[src/hw/rtl/fccw_pkg.sv]
// fccw_pkg: shared types and constants for the FAT12 cluster chain walker.
// No dependencies; fccw_front, fccw_back and the top level import it.
package fccw_pkg;

  // Input command codes
  localparam logic [1:0] CMD_LOAD    = 2'd0;
  localparam logic [1:0] CMD_OPEN    = 2'd1;
  localparam logic [1:0] CMD_ADVANCE = 2'd2;

  // Configuration register indexes
  localparam int                     CFG_INDEX_W    = 2;
  localparam logic [CFG_INDEX_W-1:0] CFG_SPC        = 2'd0;
  localparam logic [CFG_INDEX_W-1:0] CFG_DATA_START = 2'd1;

  localparam logic [11:0] END_MARK      = 12'hFF8;
  localparam logic [31:0] FIRST_CLUSTER = 32'd2;
  localparam logic [7:0]  SPC_MAX       = 8'd128;
  localparam logic [7:0]  SPC_MIN       = 8'd1;

  // Depth of the queue between front and back, and of the result queue
  localparam int QUEUE_DEPTH = 2;

  typedef struct packed {
    logic [1:0]  cmd;
    logic [12:0] table_index;
    logic [7:0]  table_byte;
    logic [11:0] start_cluster;
  } in_word_t;

  typedef struct packed {
    logic [31:0] sector_lba;
    logic        chain_end;
    logic [11:0] cluster_now;
  } out_word_t;

  typedef enum logic [1:0] {
    OP_LOAD,
    OP_OPEN,
    OP_ADVANCE
  } op_kind_t;

  // Classified word handed from front to back
  typedef struct packed {
    op_kind_t    kind;
    logic [12:0] addr;
    logic [7:0]  data;
    logic [11:0] cluster;
  } op_t;

endpackage

[src/hw/rtl/fccw_fifo.sv]
// fccw_fifo: small register queue with full/empty flags.
// No dependencies.
module fccw_fifo #(
  parameter int WIDTH = 8,
  parameter int DEPTH = 2
) (
  input  logic             clk,
  input  logic             rst_n,
  input  logic             push,
  input  logic [WIDTH-1:0] wdata,
  output logic             full,
  input  logic             pop,
  output logic [WIDTH-1:0] rdata,
  output logic             empty
);

  localparam int PTR_W = (DEPTH > 1) ? $clog2(DEPTH) : 1;
  localparam int CNT_W = $clog2(DEPTH + 1);

  logic [WIDTH-1:0] mem_r [DEPTH];
  logic [PTR_W-1:0] wr_ptr_r, wr_ptr_nxt;
  logic [PTR_W-1:0] rd_ptr_r, rd_ptr_nxt;
  logic [CNT_W-1:0] count_r, count_nxt;
  logic             do_push, do_pop;

  assign full    = (count_r == CNT_W'(DEPTH));
  assign empty   = (count_r == '0);
  assign do_push = push && !full;
  assign do_pop  = pop && !empty;
  assign rdata   = mem_r[rd_ptr_r];

  always_comb begin
    wr_ptr_nxt = wr_ptr_r;
    rd_ptr_nxt = rd_ptr_r;
    count_nxt  = count_r;
    if (do_push) begin
      wr_ptr_nxt = (wr_ptr_r == PTR_W'(DEPTH - 1)) ? '0 : wr_ptr_r + 1'b1;
    end
    if (do_pop) begin
      rd_ptr_nxt = (rd_ptr_r == PTR_W'(DEPTH - 1)) ? '0 : rd_ptr_r + 1'b1;
    end
    case ({do_push, do_pop})
      2'b10:   count_nxt = count_r + 1'b1;
      2'b01:   count_nxt = count_r - 1'b1;
      default: count_nxt = count_r;
    endcase
  end

  always_ff @(posedge clk) begin
    if (!rst_n) begin
      wr_ptr_r <= '0;
      rd_ptr_r <= '0;
      count_r  <= '0;
    end else begin
      wr_ptr_r <= wr_ptr_nxt;
      rd_ptr_r <= rd_ptr_nxt;
      count_r  <= count_nxt;
    end
  end

  always_ff @(posedge clk) begin
    if (do_push) begin
      mem_r[wr_ptr_r] <= wdata;
    end
  end

endmodule

[src/hw/rtl/fccw_front.sv]
// fccw_front: accepts input words, classifies them and queues the ones with work.
// Depends on fccw_pkg and fccw_fifo.
module fccw_front import fccw_pkg::*; #(
  parameter int TABLE_BYTES = 8192
) (
  input  logic     clk,
  input  logic     rst_n,
  input  logic     in_push,
  input  in_word_t in_data,
  output logic     in_full,
  input  logic     op_pop,
  output op_t      op,
  output logic     op_empty
);

  logic take;
  logic keep;
  op_t  op_in;

  assign take = in_push && !in_full;

  // Loads past the table and the unused command are dropped here.
  always_comb begin
    op_in.addr    = in_data.table_index;
    op_in.data    = in_data.table_byte;
    op_in.cluster = in_data.start_cluster;
    op_in.kind    = OP_LOAD;
    keep          = 1'b0;
    unique case (in_data.cmd)
      CMD_LOAD: begin
        op_in.kind = OP_LOAD;
        keep       = int'(in_data.table_index) < TABLE_BYTES;
      end
      CMD_OPEN: begin
        op_in.kind = OP_OPEN;
        keep       = 1'b1;
      end
      CMD_ADVANCE: begin
        op_in.kind = OP_ADVANCE;
        keep       = 1'b1;
      end
      default: begin
        keep = 1'b0;
      end
    endcase
  end

  fccw_fifo #(
    .WIDTH ($bits(op_t)),
    .DEPTH (QUEUE_DEPTH)
  ) u_op_queue (
    .clk   (clk),
    .rst_n (rst_n),
    .push  (take && keep),
    .wdata (op_in),
    .full  (in_full),
    .pop   (op_pop),
    .rdata (op),
    .empty (op_empty)
  );

endmodule

[config.mk]
export PLATFORM = sky130hd
export DESIGN_NAME = fccw_front
export DESIGN_NICKNAME = d
export VERILOG_FILES = /design/src/hw/rtl/fccw_pkg.sv /design/src/hw/rtl/fccw_fifo.sv /design/src/hw/rtl/fccw_front.sv
export SDC_FILE = /design/constraint.sdc
export NUM_CORES = 1
export LEC_CHECK = 0
export ABC_CLOCK_PERIOD_IN_PS = 3400
export BUFFER_PORTS_ARGS = -buffer_cell sky130_fd_sc_hd__buf_2
export CORE_UTILIZATION = 48
export DETAILED_ROUTE_END_ITERATION = 10
export PLACE_DENSITY = 0.8
export RECOVER_POWER = 50
export SKIP_CTS_REPAIR_TIMING = 1
export SLEW_MARGIN = 20
export SYNTH_ARGS = -nofsm -noshare
export SYNTH_HDL_FRONTEND = slang
export SYNTH_HIERARCHICAL = 1
export SYNTH_SLANG_ARGS = --single-unit
[constraint.sdc]
create_clock -name clk -period 3.4 [get_ports clk]
set_input_delay 0.51 -clock clk [delete_from_list [all_inputs] [get_ports clk]]
set_output_delay 0.51 -clock clk [all_outputs]
set_load 0.05 [all_outputs]
==> results list, run 1 <==
* Result of the run: complete, but fails checks
- The checks that failed: capacitance limit, slew limit.
- After clock tree synthesis, the clock-pin slew on the worst setup and hold paths is 0.07 ns.
* PortBufs: 75
* Drt initial violations: 82
- Synthesized cell area: 2780 µm²
- Core Region: 5540 µm²
- The clock network burns 20.4% of the power.
* Number of storage elements in the synthesis netlist: 75
* Top cells by area, synth: sky130_fd_sc_hd__edfxtp_1 76%, sky130_fd_sc_hd__mux2_2 14%, sky130_fd_sc_hd__dfxtp_1 3.6%
- The worst setup path is captured at a flip-flop.
* Critical-path cell with the highest stage delay: sky130_fd_sc_hd__and3_1
* Fmax: 372 MHz
- Per report_power, the sequential group accounts for 41.2% of the total.
- For this run, the leading register cell type out of synthesis is sky130_fd_sc_hd__edfxtp_1.
- Clock tree from TritonCTS: yes
- Post-detailed-route DRC marker count: 0
- Effective utilization at floorplan: 50.2%
- Unrepaired setup endpoints after global routing: false
- Most area-hungry cell type in the Yosys netlist: sky130_fd_sc_hd__edfxtp_1
- IR analysis of the VDD net gives a maximum drop of 0.542 mV.
- Once layout is complete, the utilization of the core stands at 61.6%.
- Aggregate global-route resource usage: 15.7%
- Buffers inserted during clock tree synthesis total 9.
- Top cell family by delay on the critical path: simple AND/OR/NAND/NOR gates
* Detailed Routing Iterations Pass 1: 4
- Summing all non-filler instances in the final layout gives an area of 3410 µm².
* Chain of cells forming the critical path: nand2b_2, inv_1, a211oi_1, and3_1
- The tool flagged a number of max-cap violations equal to 1.
* Global-route wire length before repair: 6910 µm
* Routability cong.: 0.716
- Global routing finished with a remaining overflow of 0.
- After the flow finishes, the layout carries non-filler instances totaling 300.
- For this run, the register share of the synthesized area comes to 79.1%.
- Fraction of power consumed by combinational cells: 38.4%
* Proportion of total power due to net switching: 39.2%
* Post-route clock skew: 0.00672 ns
- In this run the power density over the cells is 891 nW/µm².
* PnR worst setup slack: 0.715 ns
* Minimum clock period: 2.68 ns
- The number of antenna violations at the first check in global routing came to 0.
- Startpoint class of the critical path: flip-flop
- Clock tree synthesis selected as its root buffer the cell sky130_fd_sc_hd__clkbuf_8.
* Buffers from clock root to sink, at most: 2
* Post-synth EDFFs: 70
- The count of pins over their slew limit came to 36.
- Antenna-violating nets left: 0
- Along the worst path, the maximum fanout reaches 35.
- Via count of the first global-routing pass: 1439
- For this design the static power due to leakage is 1.24 nW.
- At the worst endpoint, the required time is 3.33 ns.
- Setup violations remaining at the end of the flow were counted as 0.
- WS Path Type: flip-flop to flip-flop
- The path class of the tightest hold or removal check is primary input to flip-flop.
* Setup_tns: 0 ns
* Die X: 78.2 µm
- Total half-perimeter wirelength after legalization and detailed placement: 2910 µm
- I/O pin total: 76
- The placed instances occupy a cell area of 3260 µm².
- Internal power: 1.85 mW
- Mapped Nets: 179
- Routed len/inst: 14.7 µm
- The final layout contains 263 nets.
* H-tree Lvls: 3
- Data arrives at the worst endpoint at 2.61 ns.
- The area growth from synthesis to layout is 22.6%.
* Top-area cell type share of the netlist area: 75.5%
- The number of antenna diodes in the final layout is 0.
* Yosys Warn Count: 6
- The analysis attributes to net switching a power of 1.19 mW.
- Final hold violations: 0
- Overall power after layout: 3.04 mW
- The tightest hold path in the finished design has a slack of 0.362 ns.
* Buffering stage count on the worst path with inverters included: 1
- Number of cells produced by synthesis: 139
- Pin count of the biggest net entering global routing: 36
* Via-per-instance ratio: 4.86
- Clock latency on the worst-skew pair, taken at its later pin, is 0.33 ns.
- Die boundary height: 78.2 µm
- In this run the tightest slew margin relative to its limit is -9.53%.
- Cell total after placement: 284
- Sink count of the clock tree: 75
- For this run, the slowest stage of the critical path takes 1.33 ns.
* Die ar.: 6110 µm²
- Row Count: 27
* Avg Inst Size Synth: 20.0 µm²
- Routed WL: 4420 µm
* Number of vias in the routed layout: 1457
* Least-Margin Pin Slew: 1.64 ns
* Share of post-route cells with drive strength above 1: 47.8%
- Cell variety after synth: 20
* Synth async-reset ratio: 0%
* Share of the clock period used by the worst path after layout: 79.0%
- Post-placement setup slack: 1.17 ns
==> power groups by stage <==
stage                     Combinational [mW]  Sequential (mW)  Clock [mW]
after floorplan                        0.967             1.23           0
after global placement                  1.17             1.26           0
after detailed placement                1.18             1.27           0
after CTS                               1.19             1.25       0.636
after global routing                    1.23             1.27       0.675
final                                   1.17             1.25       0.621
==> placed cells by master (no fill, tap or decap), types with 2 or more instances in the layout <==
cell	n
sky130_fd_sc_hd__edfxtp_1	70
sky130_fd_sc_hd__buf_2	57
sky130_fd_sc_hd__mux2_2	35
sky130_fd_sc_hd__clkbuf_1	18
sky130_fd_sc_hd__clkbuf_8	9
sky130_fd_sc_hd__dfxtp_1	5
sky130_fd_sc_hd__inv_1	4
sky130_fd_sc_hd__nor2b_1	3
sky130_fd_sc_hd__clkinv_1	3
sky130_fd_sc_hd__xnor2_1	3
sky130_fd_sc_hd__clkinv_2	2
sky130_fd_sc_hd__or3_1	2
sky130_fd_sc_hd__o21ai_0	2
==> worst reg2reg max path, stage by stage (launching register included) <==
cell	delay, ns
sky130_fd_sc_hd__dfxtp_1	0.41
sky130_fd_sc_hd__nand2b_2	0.17
sky130_fd_sc_hd__inv_1	0.07
sky130_fd_sc_hd__a211oi_1	0.28
sky130_fd_sc_hd__and3_1	1.33
==> worst paths after layout <==
| path | startpoint | endpoint | slack (ns) | cells after the start |
|---|---|---|---|---|
| worst max-delay path | u_op_queue/count_r[0] | u_op_queue/mem_r[1][18] | 0.72 | 4 |
| worst min-delay path | in_data[0] | u_op_queue/mem_r[1][0] | 0.36 | 1 |
| worst max register to register | u_op_queue/count_r[0] | u_op_queue/mem_r[1][18] | 0.72 | 4 |
| worst min register to register | u_op_queue/wr_ptr_r | u_op_queue/wr_ptr_r | 0.52 | 2 |
==> cells by family after synthesis <==
family / share of synthesized area [%]
xor gates and xnor gates: 0.944
DFF: 79.1
and+or+nand+nor: 2.47
muxes: 14.2
buffers and inverters: 1.26
AOI/OAI and AO/OA: 1.62
adders and majority gates: 0.449
==> layer usage <==
layer / global-route usage, % / vias up / wire length [µm]
met1: 20.3 / 684 / 1920
met2: 23.2 / 60 / 2080
met5: 0 / - / 0
met3: 4.53 / 9 / 328
met4: 10.0 / 0 / 91
li1: - / 704 / -
==> cells in the mapped netlist (all sizes together), types with 2 or more instances <==
master and count:
a21boi 2, buf 4, dfxtp 5, edfxtp 70, inv 4, mux2 35, nor2b 3, o21ai 2
or3 2, xnor2 3
==> area by class of cell <==
cell class	instances	area (µm²)
Clock inverter	7	58.8
Inverter	4	15.0
Clock buffer	9	124
Multi-Input combinational cell	56	542
Fill cell	426	2130
Timing Repair Buffer	77	380
Sequential cell	75	2200
Tap cell	72	90.1
==> registers in the layout, indices dropped and copies added (netlist names), named ones only <==
name,cells
u_op_queue/mem_r,70
u_op_queue/rd_ptr_r,1
u_op_queue/wr_ptr_r,1
u_op_queue/count_r,2
Note: power is estimated with default switching activity, not from simulation.
==> run 2: changes to the inputs <==
Settings changed: ABC_AREA set to 1, ABC_CLOCK_PERIOD_IN_PS 3400 to 2300, CORE_UTILIZATION 48 to 47, PLACE_DENSITY 0.8 to 0.81.
Clock period 3.4 ns to 2.3 ns, I/O delays scaled along.
==> run 2 against run 1 <==
  * The run now ends clean
  * Critical path depth fell by 1
  * Non-clock buffer count increased by 4
  * Sequential power increased by 44%
  * Critical path type is now flip-flop to output pin
  * Register-to-register slack worse by 0.13 ns
  * Area after synthesis increased by 6.5%
==> results list, run 2 <==
- Result of the run: completed
- After clock tree synthesis, the clock-pin slew on the worst setup and hold paths is 0.07 ns.
* Number of vias in the routed layout: 1536
* Critical-path cell with the highest stage delay: sky130_fd_sc_hd__mux2_2
- The detail route stage leaves a number of antenna-violating nets equal to 0.
* Final hold violations: 0
- Counting every net in the synthesized netlist gives 198.
- PortBufs: 75
* Static leakage power: 1.39 nW
- Category of the worst setup path capture point: output pin
- Routed len/inst: 13.5 µm
* Initial antenna violation count: 0
- Total half-perimeter wirelength after legalization and detailed placement: 3090 µm
* Relative slew margins: 60.9%
* Non-filler cells, final: 325
- Wire segments on met3 add up to 286 µm in the final route.
* Unrepaired setup endpoints after global routing: false
- In the synthesized netlist the dominant register cell turns out to be sky130_fd_sc_hd__edfxtp_1.
* Most common cell after layout, fill and taps aside: sky130_fd_sc_hd__edfxtp_1
- Max reg flops: 70
- Buffers from clock root to sink, at most: 2
- The floorplan step defined a die boundary enclosing 6630 µm².
- H-tree Lvls: 3
- Setup_tns: 0 ns
- TritonCTS built the clock tree.
* Most area-hungry cell type in the Yosys netlist: sky130_fd_sc_hd__edfxtp_1
- Of the post-synthesis cell area, the dominant cell type holds 70.9%.
- # Max-Cap Violations: 0
- Highest-count cells in the layout ignoring fill and taps: 70 x sky130_fd_sc_hd__edfxtp_1, 53 x sky130_fd_sc_hd__buf_2, 30 x sky130_fd_sc_hd__mux2_4, 23 x sky130_fd_sc_hd__clkbuf_1, 14 x sky130_fd_sc_hd__nor2_1
- Among all cell types in the netlist, the one instantiated most often is sky130_fd_sc_hd__edfxtp_1.
* Via count of the first global-routing pass: 1471
* Pin count of the biggest net entering global routing: 24
- After detailed routing, the total wire length is 4390 µm.
- Overflow after GRT: 0
- In this run the worst path has a maximum fanout of 23.
- Startpoint class of the critical path: flip-flop
- Counting tap cells, the placed design contains a total of 310 instances.
- The congestion estimate from routability-driven global placement came to 0.672.
- Endpoint required time on the critical path: 1.96 ns
- The largest registers in the layout are u_op_queue/mem_r x70, u_op_queue/count_r x2.
- Fmax: 509 MHz
* Core Region: 5990 µm²
* Chain of cells forming the critical path: buf_4, mux2_2, buf_2
* Storage cell area: 2200 µm²
* Minimum clock period: 1.97 ns
* Detailed Routing Iterations Pass 1: 4
* Count of pins over their slew limit: 0
- Share of post-route cells with drive strength above 1: 42.8%
- Top cells by area, synth: sky130_fd_sc_hd__edfxtp_1 71%, sky130_fd_sc_hd__mux2_4 15%, sky130_fd_sc_hd__dfxtp_1 3.4%
- 76 I/O pins were placed.
- More flip-flops sit in one register than any other, and that register is u_op_queue/mem_r.
* Die boundary height: 81.4 µm
* Arrival time of the worst setup path: 1.62 ns
- Avg Inst Size Synth: 18.8 µm²
- Ant. Diodes: 0
- Met2 routed WL: 2140 µm
- From left edge to right edge, the die measures 81.4 µm.
* Worst hold path depth: 1
* Number of buffers created by CTS: 9
* WS Path Type: flip-flop to output pin
- Number of cells produced by synthesis: 158
- Largest voltage drop on the vdd net: 0.939 mV
* Top sig layer: met4
- Drt initial violations: 95
* Area of the multi-input gates: 648 µm²
- Filler Cells Inserted: 501
* Top cell family by delay on the critical path: buffers and inverters
- Proportion of synthesized chip area in sequential cells: 74.3%
- Setup violations remaining at the end of the flow were counted as 0.
* Post-detailed-route DRC marker count: 0
- Clock tree synthesis found a total of 75 sinks.
- After synthesis the netlist holds a flip-flop and latch count of 75.
- Total number of nets in the final design: 286
- For this run, the number of Yosys warnings is 6.
* Share of the clock period used by the worst path after layout: 85.5%
- The first global-routing pass estimated 6770 µm of wire.
- In this design, the stage delay of the slowest critical-path cell is 0.38 ns.
* Pwr Density: 1230 nW/µm²
* Post-route clock skew: 0.00595 ns
- Effective utilization at floorplan: 49.5%
- Number of cells on the worst reg-to-reg path: 9
* Tightest Hold Check Type: primary input to flip-flop
- The completed layout was analyzed and its total power is 4.33 mW.
- Cell variety after synth: 16
- Synth async-reset ratio: 0%
- The critical path crosses 3 cells after its start point.
* Aggregate global-route resource usage: 14.5%
- Row Count: 28
- Least-Margin Pin Slew: 0.590 ns
- Counting both buffers and inverters, the worst setup path holds a total of 2.
- Via-per-instance ratio: 4.73
- Synthesized cell area: 2970 µm²
- Area added between synthesis and finish: 19.1%
- Most frequent cells after synthesis: 70 x sky130_fd_sc_hd__edfxtp_1, 30 x sky130_fd_sc_hd__mux2_4, 14 x sky130_fd_sc_hd__nor2_1, 12 x sky130_fd_sc_hd__inv_1, 10 x sky130_fd_sc_hd__nand2_1
* Wl on met1: 1910 µm
* Root buffer cell: sky130_fd_sc_hd__clkbuf_8
- Clock latency of the later-clocked register in the worst-skew pair: 0.33 ns
- Counting flops with a built-in enable in the synthesized netlist gives 70.
==> run 2: changes by cell type in the layout (fill, tap and decap cells not counted), moves of 2 or more <==
cell	previous run	this run
sky130_fd_sc_hd__clkinv_2	2	0
sky130_fd_sc_hd__mux2_4	0	30
sky130_fd_sc_hd__nor2_1	1	14
sky130_fd_sc_hd__nor2b_1	3	0
sky130_fd_sc_hd__or3_1	2	0
sky130_fd_sc_hd__clkbuf_1	18	23
sky130_fd_sc_hd__xnor2_1	3	0
sky130_fd_sc_hd__nand2_1	1	10
sky130_fd_sc_hd__buf_4	1	4
sky130_fd_sc_hd__clkbuf_2	0	2
sky130_fd_sc_hd__buf_2	57	53
sky130_fd_sc_hd__inv_1	4	13
sky130_fd_sc_hd__mux2_2	35	5
==> run 2: worst reg2reg max path: cells and delay by family (launching register included) <==
family	cells	cell delay (ns)
flip-flops	1	0.37
AND/OR/NAND/NOR	5	0.49
buffers and inverters	4	0.52
==> run 2: metrics by stage <==
stage | setup slack [ns] | hold WS, ns | area [µm²] | util, %
floorplan | 0.207 | 0.444 | 2980 | -
global placement | 0.622 | 0.473 | 3420 | 57.1
detailed placement | 0.577 | 0.492 | 3420 | 57.1
CTS | 0.295 | 0.176 | 3570 | 59.6
global route | 0.264 | 0.181 | 3530 | 59.0
finish | 0.334 | 0.193 | 3530 | 59.0
==> run 2: metal layers <==
| layer | vias to the layer above | track usage, % |
|---|---|---|
| met3 | 6 | 5.67 |
| li1 | 749 | - |
| met4 | 0 | 6.43 |
| met5 | - | 0 |
| met1 | 721 | 17.3 |
| met2 | 60 | 23.3 |
==> run 2: kinds of logic (layout without fill, tap and decap cells) <==
group | Yosys count | count (layout) | share of synthesized area, %
flip-flops | 75 | 75 | 74.3
multiplexers | 35 | 35 | 17.1
AND/OR/NAND/NOR | 28 | 28 | 3.84
buffers and inverters | 17 | 109 | 4.05
AO/OA/AOI/OAI | 2 | 2 | 0.337
adder cells (fa/ha/maj) | 1 | 1 | 0.422
==> run 2: report_power, final <==
group | internal, mW | switching [mW] | leakage (nW) | total (mW)
registers | 1.74 | 0.0614 | 0.689 | 1.80
logic | 0.534 | 1.20 | 0.629 | 1.73
clock network | 0.375 | 0.422 | 0.0719 | 0.797
total | 2.65 | 1.68 | 1.39 | 4.33
==> run 2: final timing paths <==
path	slack [ns]	start	endpoint
worst min register to register	0.51	u_op_queue/count_r[1]	u_op_queue/count_r[1]
worst max-delay path	0.33	flip-flop	op[22]
worst min-delay path	0.19	in_data[8]	u_op_queue/mem_r[1][8]
worst max register to register	0.59	u_op_queue/count_r[0]	u_op_queue/mem_r[0][5]
==> run 2: final cells by class <==
cell class,count,area share (%)
well taps,75,2.66
clock inverters,4,0.531
inverters,13,1.38
flip-flops and latches,75,62.4
clock buffers,11,3.72
multi-input cells,66,18.3
repair buffers,81,11.0
==> run 3: changes to the inputs <==
Settings changed: ABC_AREA 1 to not set, CORE_UTILIZATION 47 to 46, PLACE_DENSITY 0.81 to 0.8.
==> run 3 against run 2 <==
  * Design area shrank 3.0%
  * Clock-buffer cell count stayed put
  * Largest cell class unchanged
  * Sequential cell count unchanged
==> results list, run 3 (synthesis results as in run 1) <==
- STA puts the critical path data required time at 2.32 ns.
- Setup_tns: 0 ns
- Between clock sinks in the finished design, the worst skew comes to 0.0103 ns.
* Initial antenna violation count: 0
* Number of vias in the routed layout: 1462
- Pin count of the biggest net entering global routing: 36
- WS Path Type: flip-flop to flip-flop
- Cell internal power was estimated by the tool at 2.73 mW.
- Die ar.: 6370 µm²
- Share of post-route cells with drive strength above 1: 46.1%
- Final Util: 60.4%
* Largest voltage drop on the vdd net: 0.735 mV
- Beginning of the worst hold path: in_data[16]
- Static leakage power: 1.23 nW
- Routed WL: 4490 µm
- Fraction of power consumed by sequential logic: 40.2%
- Final hold slack: 0.204 ns
- Setup repair after global routing left no endpoint under its margin.
* Area of the multi-input gates: 547 µm²
* Clock latency of the later-clocked register in the worst-skew pair: 0.32 ns
* Critical-path cell with the highest stage delay: sky130_fd_sc_hd__and3_1
* Total half-perimeter wirelength after legalization and detailed placement: 3060 µm
- Setup violations remaining at the end of the flow were counted as 0.
- Row generation in the floorplan step produced 27 rows.
- Max-cap violations in this run came to 0.
- In the layout the commonest cells are 70 x sky130_fd_sc_hd__edfxtp_1, 49 x sky130_fd_sc_hd__buf_2, 35 x sky130_fd_sc_hd__mux2_2, 25 x sky130_fd_sc_hd__clkbuf_1, 9 x sky130_fd_sc_hd__clkbuf_8.
- Category of the worst setup path capture point: flip-flop
- 0 antenna diodes ended up in the layout.
- The first global-routing pass estimated 6920 µm of wire.
- The number of cells on the worst reg-to-reg path is 5.
- Combinational logic burns 39.8% of the power.
* Routed len/inst: 15.0 µm
- The run finished with clean final reports.
- Core Region: 5680 µm²
* Chain of cells forming the critical path: nand2b_2, inv_1, a211oi_2, and3_1, buf_12
* Biggest fanout along the worst timing path: 23
- Minimum clock period: 2.09 ns
- After the first detailed-routing iteration, the DRC count stood at 80.
- The worst pin sits at a relative slew slack of 52.3%.
* Sink count of the clock tree: 75
* Share of the clock period used by the worst path after layout: 90.7%
- Via count of the first global-routing pass: 1492
- Once detail routing completed, the nets flagged for antenna violations numbered 0.
- For this configuration, the core starts out at a cell density of 49.1%.
- Startpoint class of the critical path: flip-flop
- The H-tree was split into 3 levels.
- Post-detailed-route DRC marker count: 0
- Ranked by flip-flop count, first place goes to u_op_queue/mem_r.
- Port buffering added 75 buffers.
* Destination of the worst register-to-register timing path: u_op_queue/mem_r[1][34]
- The number of hold violations in the final report came to 0.
* Die boundary height: 79.8 µm
* Delay of the slowest critical-path stage: 0.67 ns
- Counting along the longest clock path gives a buffer depth of 2.
* Detailed Routing Iterations Pass 1: 4
- The count of pins over their slew limit is 0.
* Arrival time of the worst setup path: 2.11 ns
- Tightest Hold Check Type: primary input to flip-flop
- Aggregate global-route resource usage: 15.2%
- Switching power: 1.75 mW
- After clock tree synthesis, the clock-pin slew on the worst setup and hold paths is 0.07 ns.
* Worst hold path depth: 1
- Least-Margin Pin Slew: 0.715 ns
- Pin placement for this block handled 76 I/O pins.
* Part of the power in the clock network: 20.0%
- Dividing the detail-routed via count by the number of cells gives 4.87.
- Power spread over the standard cell area amounts to 1310 nW/µm².
- Area added between synthesis and finish: 23.1%
- TritonCTS built the clock tree.
- Once routing completed, OpenROAD measured the worst setup slack at 0.214 ns.
- Root buffer cell: sky130_fd_sc_hd__clkbuf_8
- Based on the critical path, the design can be clocked at up to 479 MHz.
- At the end of routability-driven placement, the weighted congestion stood at 0.726.
* Total number of nets in the final design: 264
- Max reg flops: 70
* Worst min-delay path endpoint: u_op_queue/mem_r[1][16]
- Flop-to-flop setup slack: 0.21 ns
* Number of buffers created by CTS: 9
- Leaving out fill and tap cells, the most frequent cell in the layout is sky130_fd_sc_hd__edfxtp_1.
- Overall power after layout: 4.49 mW
* Post-placement setup slack: 0.248 ns
- The largest registers in the layout are u_op_queue/mem_r x70, u_op_queue/count_r x2.
* Filler Cells Inserted: 454
- Across the whole layout, storage elements account for 2200 µm².
- Die X: 79.8 µm
- Proportion of total power due to net switching: 39.1%
* Reg2Reg Launch Point: u_op_queue/count_r[0]
* Overflow after GRT: 0
-- run 3: changes by cell type in the layout (fill, tap and decap cells not counted), moves of 4 or more --
cell / delta
sky130_fd_sc_hd__mux2_2: +30
sky130_fd_sc_hd__mux2_4: -30
sky130_fd_sc_hd__nor2_1: -13
sky130_fd_sc_hd__inv_1: -10
sky130_fd_sc_hd__nand2_1: -9
sky130_fd_sc_hd__buf_2: -4
sky130_fd_sc_hd__buf_4: -4
-- run 3: cell type report --
cell class              instances  area share [%]
clock buffers                  11            3.83
clock inverters                 4            1.24
inverters                       4           0.548
multi-input cells              56            16.0
flip-flops and latches         75            64.3
well taps                      72            2.63
repair buffers                 78            11.5
-- run 3: worst max-delay path, delay by kind of cell (launching register included) --
| family | cells | cell delay [ns] |
|---|---|---|
| flops | 1 | 0.40 |
| compound gates | 1 | 0.20 |
| simple gates | 2 | 0.83 |
| buf+inv | 2 | 0.33 |
-- run 3: worst max path at each step --
stage / slack (ns) / start / end / cells past startpoint
floorplan: 0.09 / u_op_queue/count_r[0] / u_op_queue/mem_r[1][0] / 4
global placement: 0.28 / u_op_queue/count_r[0] / u_op_queue/mem_r[0][21] / 7
detailed placement: 0.25 / u_op_queue/count_r[0] / u_op_queue/mem_r[0][20] / 7
CTS: 0.23 / u_op_queue/count_r[0] / u_op_queue/mem_r[0][24] / 7
global route: 0.05 / u_op_queue/count_r[0] / u_op_queue/mem_r[1][5] / 5
finish: 0.21 / u_op_queue/count_r[0] / u_op_queue/mem_r[1][34] / 5
-- run 3: metal layers --
layer | share of wire, % | vias to the layer above | global-route usage [%]
li1 | - | 709 | -
met1 | 41 | 698 | 17.7
met2 | 52 | 48 | 26.2
met3 | 5.9 | 7 | 4.00
met4 | 1.2 | 0 | 6.96
met5 | 0 | - | 0
-- run 3: metrics by stage --
stage               instances  cell area [µm²]
global placement          285             3300
detailed placement        285             3300
global route              300             3430
CTS                       300             3470
finish                    300             3430
floorplan                 139             2790
-- run 3: power groups by stage --
stage	sequential [mW]	clock, mW	combinational, mW
after global placement	1.83	0	1.82
after global routing	1.82	0.970	1.87
after floorplan	1.82	0	1.43
after CTS	1.81	0.927	1.84
after detailed placement	1.84	0	1.83
final	1.80	0.898	1.79
